`src/ddarwd_pkg.sv`:
```
package ddarwd_pkg;

    localparam int FRAC_BITS      = 16;
    localparam int MAP_BITS       = 6;
    localparam int CELL_AW        = 2 * MAP_BITS;
    localparam int CELL_COUNT     = 1 << CELL_AW;
    localparam int WALL_W         = 8;
    localparam int SCREEN_COLUMNS = 640;
    localparam int SCREEN_ROWS    = 480;
    localparam int ROW_HALF       = SCREEN_ROWS / 2;
    localparam int COL_W          = 10;

    localparam int POS_W     = 22;
    localparam int VEC_W     = 18;
    localparam int RAY_W     = 22;
    localparam int CAM_W     = 19;
    localparam int CAM_SHIFT = 12;
    localparam int CAM_RECIP_W = 20;
    localparam int CAM_RECIP = ((1 << (FRAC_BITS + 1 + CAM_SHIFT)) + SCREEN_COLUMNS - 1)
                               / SCREEN_COLUMNS;
    localparam int FRAC_W    = FRAC_BITS + 1;
    localparam int MUL_A_W   = 19;
    localparam int MUL_B_W   = 34;
    localparam int PROD_W    = MUL_A_W + MUL_B_W;
    localparam int DELTA_CAP_LOG = 38;
    localparam int DELTA_W   = DELTA_CAP_LOG + 1;
    localparam int SD_W      = 48;
    localparam int MC_W      = 8;
    localparam int NUM_W     = 25;
    localparam int DIV_NUM_W = 40;
    localparam int DIV_DEN_W = 24;
    localparam int DIV_CNT_W = 6;
    localparam int PERP_W    = 24;
    localparam int LH_W      = 16;
    localparam int ROW_W     = 9;
    localparam int HALF_W    = LH_W - 1;
    localparam int OUT_W     = 72;

    localparam int IN_W      = 32;
    localparam int APB_AW    = 5;
    localparam int APB_DW    = 32;

    localparam logic signed [VEC_W-1:0] DIR_X_RESET   = 18'sd65535;
    localparam logic signed [VEC_W-1:0] PLANE_Y_RESET = 18'sd43253;

    typedef enum logic [2:0] {
        REG_POS_X,
        REG_POS_Y,
        REG_DIR_X,
        REG_DIR_Y,
        REG_PLANE_X,
        REG_PLANE_Y
    } reg_idx_t;

    typedef enum logic [4:0] {
        CMD_NOP,
        CMD_CLEAR,
        CMD_ACCEPT,
        CMD_CAM,
        CMD_MUL_X,
        CMD_MUL_Y,
        CMD_RAY_Y,
        CMD_DX_DIV,
        CMD_DY_DIV,
        CMD_SD_X,
        CMD_SD_Y,
        CMD_SD_END,
        CMD_STEP,
        CMD_CHECK,
        CMD_PERP_DIV,
        CMD_PERP_END,
        CMD_LH_DIV,
        CMD_FINISH
    } cmd_t;

    typedef struct packed {
        logic div_done;
        logic clear_last;
        logic outside;
        logic cell_hit;
        logic out_free;
    } dp_status_t;

    typedef struct packed {
        logic [POS_W-1:0]        pos_x;
        logic [POS_W-1:0]        pos_y;
        logic signed [VEC_W-1:0] dir_x;
        logic signed [VEC_W-1:0] dir_y;
        logic signed [VEC_W-1:0] plane_x;
        logic signed [VEC_W-1:0] plane_y;
    } cfg_t;

endpackage

```
`src/ddarwd_ctrl.sv`:
```
module ddarwd_ctrl (
    input  logic                   aclk,
    input  logic                   aresetn,
    input  logic                   s_tvalid,
    input  logic                   in_func,
    output logic                   s_tready,
    input  ddarwd_pkg::dp_status_t status,
    output ddarwd_pkg::cmd_t       cmd
);
    import ddarwd_pkg::*;

    typedef enum logic [19:0] {
        ST_CLEAR     = 20'h00001,
        ST_IDLE      = 20'h00002,
        ST_CAM       = 20'h00004,
        ST_MUL_X     = 20'h00008,
        ST_MUL_Y     = 20'h00010,
        ST_RAY_Y     = 20'h00020,
        ST_DX_DIV    = 20'h00040,
        ST_DX_WAIT   = 20'h00080,
        ST_DY_DIV    = 20'h00100,
        ST_DY_WAIT   = 20'h00200,
        ST_SD_X      = 20'h00400,
        ST_SD_Y      = 20'h00800,
        ST_SD_END    = 20'h01000,
        ST_STEP      = 20'h02000,
        ST_CHECK     = 20'h04000,
        ST_PERP_DIV  = 20'h08000,
        ST_PERP_WAIT = 20'h10000,
        ST_PERP_END  = 20'h20000,
        ST_LH_DIV    = 20'h40000,
        ST_LH_WAIT   = 20'h80000,
        ST_FINISH    = 20'h00000
    } state_t;

    state_t state_reg, state_next;

    always_ff @(posedge aclk) begin
        if (!aresetn) begin
            state_reg <= ST_CLEAR;
        end else begin
            state_reg <= state_next;
        end
    end

    assign s_tready = state_reg == ST_IDLE;

    always_comb begin
        state_next = state_reg;
        cmd        = CMD_NOP;
        case (state_reg)
            ST_CLEAR: begin
                cmd = CMD_CLEAR;
                if (status.clear_last) begin
                    state_next = ST_IDLE;
                end
            end
            ST_IDLE: begin
                if (s_tvalid) begin
                    cmd = CMD_ACCEPT;
                    if (in_func) begin
                        state_next = ST_CAM;
                    end
                end
            end
            ST_CAM: begin
                cmd        = CMD_CAM;
                state_next = ST_MUL_X;
            end
            ST_MUL_X: begin
                cmd        = CMD_MUL_X;
                state_next = ST_MUL_Y;
            end
            ST_MUL_Y: begin
                cmd        = CMD_MUL_Y;
                state_next = ST_RAY_Y;
            end
            ST_RAY_Y: begin
                cmd        = CMD_RAY_Y;
                state_next = ST_DX_DIV;
            end
            ST_DX_DIV: begin
                cmd        = CMD_DX_DIV;
                state_next = ST_DX_WAIT;
            end
            ST_DX_WAIT: begin
                if (status.div_done) begin
                    state_next = ST_DY_DIV;
                end
            end
            ST_DY_DIV: begin
                cmd        = CMD_DY_DIV;
                state_next = ST_DY_WAIT;
            end
            ST_DY_WAIT: begin
                if (status.div_done) begin
                    state_next = ST_SD_X;
                end
            end
            ST_SD_X: begin
                cmd        = CMD_SD_X;
                state_next = ST_SD_Y;
            end
            ST_SD_Y: begin
                cmd        = CMD_SD_Y;
                state_next = ST_SD_END;
            end
            ST_SD_END: begin
                cmd        = CMD_SD_END;
                state_next = ST_STEP;
            end
            ST_STEP: begin
                cmd        = CMD_STEP;
                state_next = ST_CHECK;
            end
            ST_CHECK: begin
                cmd = CMD_CHECK;
                if (status.outside || status.cell_hit) begin
                    state_next = ST_PERP_DIV;
                end else begin
                    state_next = ST_STEP;
                end
            end
            ST_PERP_DIV: begin
                cmd        = CMD_PERP_DIV;
                state_next = ST_PERP_WAIT;
            end
            ST_PERP_WAIT: begin
                if (status.div_done) begin
                    state_next = ST_PERP_END;
                end
            end
            ST_PERP_END: begin
                cmd        = CMD_PERP_END;
                state_next = ST_LH_DIV;
            end
            ST_LH_DIV: begin
                cmd        = CMD_LH_DIV;
                state_next = ST_LH_WAIT;
            end
            ST_LH_WAIT: begin
                if (status.div_done) begin
                    state_next = ST_FINISH;
                end
            end
            ST_FINISH: begin
                cmd = CMD_FINISH;
                if (status.out_free) begin
                    state_next = ST_IDLE;
                end
            end
            default: begin
                state_next = ST_CLEAR;
            end
        endcase
    end

endmodule

```
`config.mk`:
```
export PLATFORM = sky130hd
export DESIGN_NAME = ddarwd_ctrl
export DESIGN_NICKNAME = d
export VERILOG_FILES = /design/src/ddarwd_pkg.sv /design/src/ddarwd_ctrl.sv
export SDC_FILE = /design/constraint.sdc
export NUM_CORES = 1
export LEC_CHECK = 0
export ABC_AREA = 1
export BUFFER_PORTS_ARGS = -buffer_cell sky130_fd_sc_hd__clkbuf_2
export CAP_MARGIN = 20
export CORE_AREA = 2 2 69 71
export DETAILED_ROUTE_END_ITERATION = 8
export DIE_AREA = 0 0 71 73
export SLEW_MARGIN = 10
export SYNTH_ARGS = -nofsm -noshare
export SYNTH_HDL_FRONTEND = slang
export SYNTH_SLANG_ARGS = --single-unit
```
`constraint.sdc`:
```
create_clock -name aclk -period 1.8 [get_ports aclk]
set_input_delay 0.18 -clock aclk [delete_from_list [all_inputs] [get_ports aclk]]
set_output_delay 0.18 -clock aclk [all_outputs]
set_load 0.02 [all_outputs]
```
# ---- Word level (Yosys, flattened, before mapping)
# Cells that the tools add are included.
dict set report word_totals {
  word_cells 44
  reg_bits 20
  inputBits 9
}
dict set report classes {
  n_eq_ne 28
  muxes 12
  reduce_logical 3
}
# cell count
set ops {}
lappend ops {{$pmux 20 s21} 1}
lappend ops {{$mux 20} 8}
lappend ops {{$pmux 5 s17} 1}
lappend ops {{$eq 20x1->1 const B} 1}
lappend ops {{$eq 20x10->1 const B} 1}
lappend ops {{$eq 20x11->1 const B} 1}
lappend ops {{$eq 20x12->1 const B} 1}
lappend ops {{$eq 20x13->1 const B} 1}
lappend ops {{$eq 20x14->1 const B} 1}
lappend ops {{$eq 20x15->1 const B} 1}
lappend ops {{$eq 20x16->1 const B} 1}
lappend ops {{$eq 20x17->1 const B} 1}
lappend ops {{$eq 20x18->1 const B} 1}
lappend ops {{$eq 20x19->1 const B} 1}
lappend ops {{$eq 20x2->1 const B} 1}
lappend ops {{$eq 20x20->1 const B} 1}
lappend ops {{$eq 20x3->1 const B} 1}
lappend ops {{$eq 20x4->1 const B} 1}
lappend ops {{$eq 20x5->1 const B} 1}
lappend ops {{$eq 20x6->1 const B} 1}
lappend ops {{$eq 20x7->1 const B} 1}
lappend ops {{$eq 20x8->1 const B} 1}
lappend ops {{$eq 20x9->1 const B} 1}
lappend ops {{$logic_not 20->1} 1}
lappend ops {{5 further kinds} 12}

# ---- Longest topological paths before layout
# Gate-level depths: netlist (run 1).
dict set report logic_depth {
  ltp_word 3
  mapped_depth 13
  ltp_nobuf 13
}

# ---- Least setup slack after synthesis (run 1)
# OpenSTA, ideal clock, no wires.
dict set report synth_path {
  path_kind {register to register}
  from {register state_reg[8]}
  to {register state_reg[4]}
  arrival_ns 1.383
  setup_slack_ns 0.301
  path_buffers 1
  period_less_slack_ns 1.499
  path_stages_with_launch 12
  setup_time_ns 0.115
  t_required_ns 1.685
  path_cell_list {dfxtp_1 nor2_1 nand2_2 nor2_4 nand3_2 nor2_2 nor2_4 nand2_4 buf_6 nor2_2 o21ai_0 inv_1}
}
dict set report synth_via {
  elab_chain_cells 3
  word_cells_on_any_way 31
  cone_classes {eq/ne (28); mux (1); reduce/logical (2)}
}
# item line_no
set synth_rtl {}
lappend synth_rtl {{from (decl)} ddarwd_ctrl.sv:36} ;# state_t state_reg, state_next;
lappend synth_rtl {{from (signal assigned)} ddarwd_ctrl.sv:42} ;# state_reg <= state_next;
lappend synth_rtl {{$eq 20x8->1 (tied with other cells)} ddarwd_ctrl.sv:51} ;# case (state_reg)
lappend synth_rtl {{$ne 2x2->1 (no line)} n/a}
lappend synth_rtl {{$reduce_and 8->1 (no line)} n/a}
# Several ways; a longest one is shown, not always the timed one.
# A chain may end at the register's enable or synchronous reset.

# ---- Final worst setup path (run 1)
dict set report layout_path {
  from {register state_reg[16]}
  to {output port cmd[2]}
}
dict set report layout_via {
  elab_chain_cells 2
  word_cells_on_any_way 18
  cone_classes {eq/ne (16); mux (1); reduce/logical (1)}
}
# item line_no
set layout_rtl {}
lappend layout_rtl {{$eq 20x19->1 (tied with other cells)} ddarwd_ctrl.sv:51}
lappend layout_rtl {{$pmux 5 s17 *} ddarwd_ctrl.sv:51}
lappend layout_rtl {{to (decl)} ddarwd_ctrl.sv:8} ;# output ddarwd_pkg::cmd_t cmd
# Every way passes the cells marked *; elsewhere a longest branch is shown, timed or not.

==> impl_metrics.env, run 1 <==
export IMPL_skew_ns=0.000671
export IMPL_fmax_mhz=542
export IMPL_slowest_delay_ns=0.36
export IMPL_worst_path_most_repeated_cell="nor2_4"
export IMPL_largest_reg_flops=20
export IMPL_drtPass1Iterations=4
export IMPL_path_clk_slew_ns=0.08
export IMPL_hold_ws_ns=0.149
export IMPL_drv_cap=0
export IMPL_placementRows=25
export IMPL_ys_flop_type="dfxtp_1"
export IMPL_fp_dieW_um=71
export IMPL_path_max_fanout=7
export IMPL_grt_max_degree=12
export IMPL_min_to="state_reg[15]$_SDFFE_PN0P_"
export IMPL_required_ns=1.62
export IMPL_worstPathCellList="nor2_4 > nand2_4 > nor2_4 > nand4_1 > nand2_1 > nor3_1 > nand3_1 > clkbuf_8"
export IMPL_synthToLayoutAreaGrowth_pct=34.9
export IMPL_postCtsHoldBufs=0
export IMPL_numCtsBuffers=3
export IMPL_synthDistinctLibCells=24
export IMPL_r2r_start="state_reg[16]$_SDFFE_PN0P_"
export IMPL_postLayoutCellArea_sq_um=2000
export IMPL_async_flop_share_pct=0
export IMPL_vias=1545
export IMPL_hp_class="input pin to flip-flop"
export IMPL_gr_total_overflow=0
export IMPL_grt_pass1_vias=1481
export IMPL_vias_per_cell=4.81
export IMPL_place_hpwl_um=2770
export IMPL_clock_latency_ns=0.26
export IMPL_cts_htree_levels=1
export IMPL_gp_congestion=0.865
export IMPL_root_buffer="clkbuf_8"
export IMPL_finalHoldViolCount=0
export IMPL_fp_dieH_um=73
export IMPL_drive_above_1_share_pct=43.4
export IMPL_clk_path_buf_depth=2
export IMPL_wl_per_cell_um=12.2
export IMPL_crit_slowest_cell="dfxtp_4"
export IMPL_rsz0062_at_grt="yes"
export IMPL_finalCritPeriodShare_pct=103
export IMPL_violations="setup timing"
export IMPL_end_kind="primary output"
export IMPL_synth_area_sq_um=1480
export IMPL_finalSetupViolations=3
export IMPL_min_period_ns=1.85
export IMPL_worstPathArrival_ns=1.67
export IMPL_crit_buf_inv=1
export IMPL_syn_avg_cell_area_sq_um=6.49
export IMPL_synth_seq_cells=20
export IMPL_io_buffers=14
export IMPL_core_area_sq_um=4540
export IMPL_syn_inst=228
export IMPL_syn_nets=237
export IMPL_synth_edf_count=0
export IMPL_worstRegToRegCells=11
export IMPL_start_util_pct=32.6
export IMPL_fin_total_pwr_mw=3.06
export IMPL_antenna_found_initial=0
export IMPL_cellLeakagePower_nw=1.02
export IMPL_final_core_util_pct=44.0
export IMPL_yosys_warnings=0
export IMPL_drt_iter0_drc=47
export IMPL_cts_tree="done"
export IMPL_drc=0
export IMPL_worst_pin_slew_ns=0.333
export IMPL_layout_common_cells="nand2_1, inv_1, buf_4"
export IMPL_fin_nets=277
export IMPL_placed_cell_area_sq_um=1610
export IMPL_yosysSeqAreaShare_pct=27.1
export IMPL_r2r_end="state_reg[9]$_SDFFE_PN0P_"
export IMPL_path_class="flip-flop to primary output"
export IMPL_final_common_cell="nand2_1"
export IMPL_start_kind="flip-flop"
export IMPL_io_pins=15
export IMPL_cp_top_family="simple AND/OR/NAND/NOR gates"
export IMPL_grtUsageTotal_pct=15.7
export IMPL_grt_pass1_wl_um=6480
export IMPL_timing_slew_headroom_pct=77.6
export IMPL_wl_um=3910
export IMPL_clock_sinks=20
export IMPL_num_antenna_cells=0
export IMPL_min_path_cells=3
export IMPL_ant_nets=0
export IMPL_maxSlewViolCount=0
export IMPL_dieArea_sq_um=5180
export IMPL_ir_worst_vdd_v=0.000670
export IMPL_p_per_area_nw_per_um2=1530
export IMPL_r2r_slack_ns=0.07
export IMPL_setup_ws_ns=-0.0455
export IMPL_min_from="status[1]"
export IMPL_status="finished with violations"
[cells in the mapped netlist, types with 6 or more instances]
master	count	area, sq um
nor2_1	26	97.6
nor2_2	14	87.6
nand2_2	6	37.5
nand2_1	43	161
nor2_4	8	90.1
nand2_4	7	78.8
nand3_1	18	90.1
nor3_1	15	75.1
inv_1	37	139
nand4_1	10	62.6
dfxtp_1	20	400
[kinds of logic after synthesis]
logic type	Yosys count	share of synthesized area [%]
AND/OR/NAND/NOR	157	58.6
flip-flops	20	27.1
AO/OA/AOI/OAI	8	2.88
buffers and inverters	43	11.4
[worst register-to-register path, delay by kind of cell (launching register included)]
family,cells,cell delay (ns)
buffers and inverters,2,0.25
flip-flops,1,0.36
AND/OR/NAND/NOR,9,1.05
[per-layer routing]
layer	track usage (%)	part of all wire, %
met2	26.3	49
met4	6.08	1.7
met3	2.21	4.3
met1	20.6	45
met5	0	0
[how the worst max path moves through the flow]
stage	slack [ns]	cells after the start	startpoint	to
6_report	-0.05	8	state_reg[16]$_SDFFE_PN0P_	cmd[2]
4_1_cts	-0.01	8	state_reg[0]$_SDFFE_PN1P_	cmd[2]
5_1_grt	-0.14	8	state_reg[16]$_SDFFE_PN0P_	cmd[0]
3_5_place_dp	0.09	11	state_reg[0]$_SDFFE_PN1P_	state_reg[16]$_SDFFE_PN0P_
2_1_floorplan	0.30	11	state_reg[8]$_SDFFE_PN0P_	state_reg[4]$_SDFFE_PN0P_
3_3_place_gp	0.09	10	state_reg[8]$_SDFFE_PN0P_	state_reg[5]$_SDFFE_PN0P_
[where the power goes]
part	switching, mW	internal, mW
clock network	0.160	0.195
logic	1.33	0.765
registers	0.0777	0.530
total	1.57	1.49
[layout make-up]
class	instances	area, sq um
Fill cell	452	2540
Multi-Input combinational cell	166	1030
Sequential cell	20	429
Timing Repair Buffer	35	251
Inverter	42	165
Tap cell	54	67.6
Clock buffer	4	55.1
[through the flow]
step / setup WS, ns / cells / TNS (ns)
CTS: -0.0129 / 319 / -0.0304
floorplan: 0.301 / 228 / 0
finish: -0.0455 / 321 / -0.0894
global placement: 0.0923 / 296 / 0
global route: -0.144 / 321 / -0.823
detailed placement: 0.0866 / 296 / 0
[timing repair]
| item | 4_1_cts | 5_1_grt |
|---|---|---|
| gates resized for setup | 44 | 14 |
| setup buffers | 19 | 2 |
| endpoints found under the setup margin | 4 | 19 |
| gates cloned | 0 | 1 |
| pin swaps | 21 | 8 |
Power figures use the tool's default switching activity.
==> run 2: changes to the inputs <==
--- a/config.mk
+++ b/config.mk
@@ -6,12 +6,14 @@
 export NUM_CORES = 1
 export LEC_CHECK = 0
 export ABC_AREA = 1
-export BUFFER_PORTS_ARGS = -buffer_cell sky130_fd_sc_hd__clkbuf_2
+export BUFFER_PORTS_ARGS = -buffer_cell sky130_fd_sc_hd__buf_2
 export CAP_MARGIN = 20
 export CORE_AREA = 2 2 69 71
 export DETAILED_ROUTE_END_ITERATION = 8
 export DIE_AREA = 0 0 71 73
+export REMOVE_ABC_BUFFERS = 1
 export SLEW_MARGIN = 10
 export SYNTH_ARGS = -nofsm -noshare
 export SYNTH_HDL_FRONTEND = slang
 export SYNTH_SLANG_ARGS = --single-unit
+export TNS_END_PERCENT = 20
==> impl_metrics.env, run 2 (synthesized netlist as in run 1, its figures left out) <==
export IMPL_end_kind="primary output"
export IMPL_cts_tree="done"
export IMPL_root_buffer="clkbuf_8"
export IMPL_r2r_start="state_reg[16]$_SDFFE_PN0P_"
export IMPL_drc=0
export IMPL_ant_nets=0
export IMPL_fp_dieH_um=73
export IMPL_required_ns=1.62
export IMPL_largest_reg_flops=20
export IMPL_final_common_cell="nand2_1"
export IMPL_io_pins=15
export IMPL_layout_common_cells="nand2_1, inv_1, nor2_1"
export IMPL_hp_class="input pin to flip-flop"
export IMPL_grt_pass1_wl_um=6160
export IMPL_fin_total_pwr_mw=2.87
export IMPL_ir_worst_vdd_v=0.000499
export IMPL_status="finished with violations"
export IMPL_wl_um=3850
export IMPL_drtPass1Iterations=4
export IMPL_io_buffers=14
export IMPL_timing_slew_headroom_pct=74.9
export IMPL_gr_total_overflow=0
export IMPL_crit_buf_inv=3
export IMPL_numCtsBuffers=3
export IMPL_p_per_area_nw_per_um2=1510
export IMPL_grt_util_met3_pct=2.35
export IMPL_dieArea_sq_um=5180
export IMPL_grt_met2_usage_pct=26.0
export IMPL_worst_pin_slew_ns=0.374
export IMPL_drt_iter0_drc=71
export IMPL_cellLeakagePower_nw=0.981
export IMPL_start_util_pct=32.6
export IMPL_clk_path_buf_depth=2
export IMPL_antenna_found_initial=0
export IMPL_rsz0062_at_grt="yes"
export IMPL_globalRouteMet1Util_pct=18.5
export IMPL_start_kind="flip-flop"
export IMPL_place_hpwl_um=2800
export IMPL_grt_pass1_vias=1429
export IMPL_grt_max_degree=12
export IMPL_switching_share_pct=52.6
export IMPL_finalHoldViolCount=0
export IMPL_path_clk_slew_ns=0.07
export IMPL_clock_latency_ns=0.26
export IMPL_startpoint="state_reg[4]$_SDFFE_PN0P_"
export IMPL_finalCritPeriodShare_pct=105
export IMPL_power_frac_clock_pct=10.2
export IMPL_grt_busiest_layer="met2"
export IMPL_setup_ws_ns=-0.0839
export IMPL_drv_cap=0
export IMPL_fmax_mhz=531
export IMPL_fp_dieW_um=71
export IMPL_intPower_mw=1.36
export IMPL_violations="setup timing"
export IMPL_finalSetupViolations=4
export IMPL_min_from="aresetn"
export IMPL_wl_per_cell_um=12.5
export IMPL_power_switching_mw=1.51
export IMPL_vias=1503
export IMPL_clock_sinks=20
export IMPL_min_period_ns=1.88
export IMPL_path_max_fanout=3
export IMPL_crit_slowest_cell="dfxtp_2"
export IMPL_vias_per_cell=4.86
export IMPL_core_area_sq_um=4540
export IMPL_path_class="flip-flop to primary output"
export IMPL_synthToLayoutAreaGrowth_pct=28.5
export IMPL_cp_top_family="simple AND/OR/NAND/NOR gates"
export IMPL_seq_power_share_pct=20.9
export IMPL_grtUsageTotal_pct=15.1
export IMPL_placementRows=25
export IMPL_combinationalPowerShare_pct=68.9
export IMPL_num_antenna_cells=0
export IMPL_worstPathCellList="nor2_4 > nand2_4 > inv_4 > nand2_2 > nor2_1 > o21ai_1 > inv_1 > nor3_2 > nand4_1 > buf_4"
export IMPL_fin_nets=266
export IMPL_skew_ns=0.00407
export IMPL_drive_above_1_share_pct=40.8
export IMPL_worstPathArrival_ns=1.70
export IMPL_maxSlewViolCount=0
export IMPL_setup_tns_ns=-0.219
export IMPL_gp_congestion=0.950
export IMPL_slowest_delay_ns=0.37
export IMPL_cts_htree_levels=1
run 2: area by class of cell:
| class | count | area, sq um |
|---|---|---|
| Clock buffer | 3 | 41.3 |
| Fill cell | 483 | 2640 |
| Inverter | 42 | 165 |
| Multi-Input combinational cell | 165 | 1020 |
| Sequential cell | 20 | 435 |
| Tap cell | 54 | 67.6 |
| Timing Repair Buffer | 25 | 170 |
run 2: per-stage QoR:
stage | area (sq um) | util (%) | setup WS [ns] | hold WS (ns) | std cells
2_1_floorplan | 1470 | - | 0.344 | 0.264 | 227
3_3_place_gp | 1610 | 35.6 | 0.0537 | 0.417 | 296
3_5_place_dp | 1610 | 35.6 | 0.0811 | 0.415 | 296
4_1_cts | 1750 | 38.6 | -0.0391 | 0.141 | 303
5_1_grt | 1900 | 41.9 | -0.144 | 0.180 | 309
6_report | 1900 | 41.9 | -0.0839 | 0.167 | 309
run 2: worst paths after layout:
path / to / slack, ns / depth (start not counted)
worst max register to register: state_reg[10]$_SDFFE_PN0P_ / 0.13 / 11
worst max-delay path: cmd[0] / -0.08 / 10
worst min register to register: state_reg[14]$_SDFFE_PN0P_ / 0.53 / 3
worst min-delay path: state_reg[0]$_SDFFE_PN1P_ / 0.17 / 2
run 2: what timing repair did:
action / 4_1_cts / 5_1_grt
hold buffers: 0 / 0
setup buffers: 4 / 6
pin swaps: 6 / 22
gates resized for setup: 23 / 37
setup endpoints to repair: 4 / 15
run 2: worst register-to-register path, stage by stage (launching register included):
cell and delay (ns):
dfxtp_2 0.37, nor2_4 0.05, nand2_4 0.11, inv_4 0.07
nand2_2 0.09, nor2_4 0.05, o21ai_1 0.18, nand3_1 0.16
nor2_1 0.21, nand2_4 0.10, nand2_8 0.12, nor2_1 0.06
run 2: power by group through the flow:
stage | sequential (mW) | combinational [mW] | clock (mW)
finish | 0.599 | 1.98 | 0.294
global route | 0.605 | 2.15 | 0.316
CTS | 0.584 | 1.76 | 0.306
detailed placement | 0.573 | 1.65 | 0
global placement | 0.573 | 1.65 | 0
floorplan | 0.565 | 1.30 | 0
run 2: layer usage:
layer,vias to the layer above,wire (um)
met1,683,1710
met2,40,1860
li1,770,-
met5,-,0
met3,10,173
met4,0,107
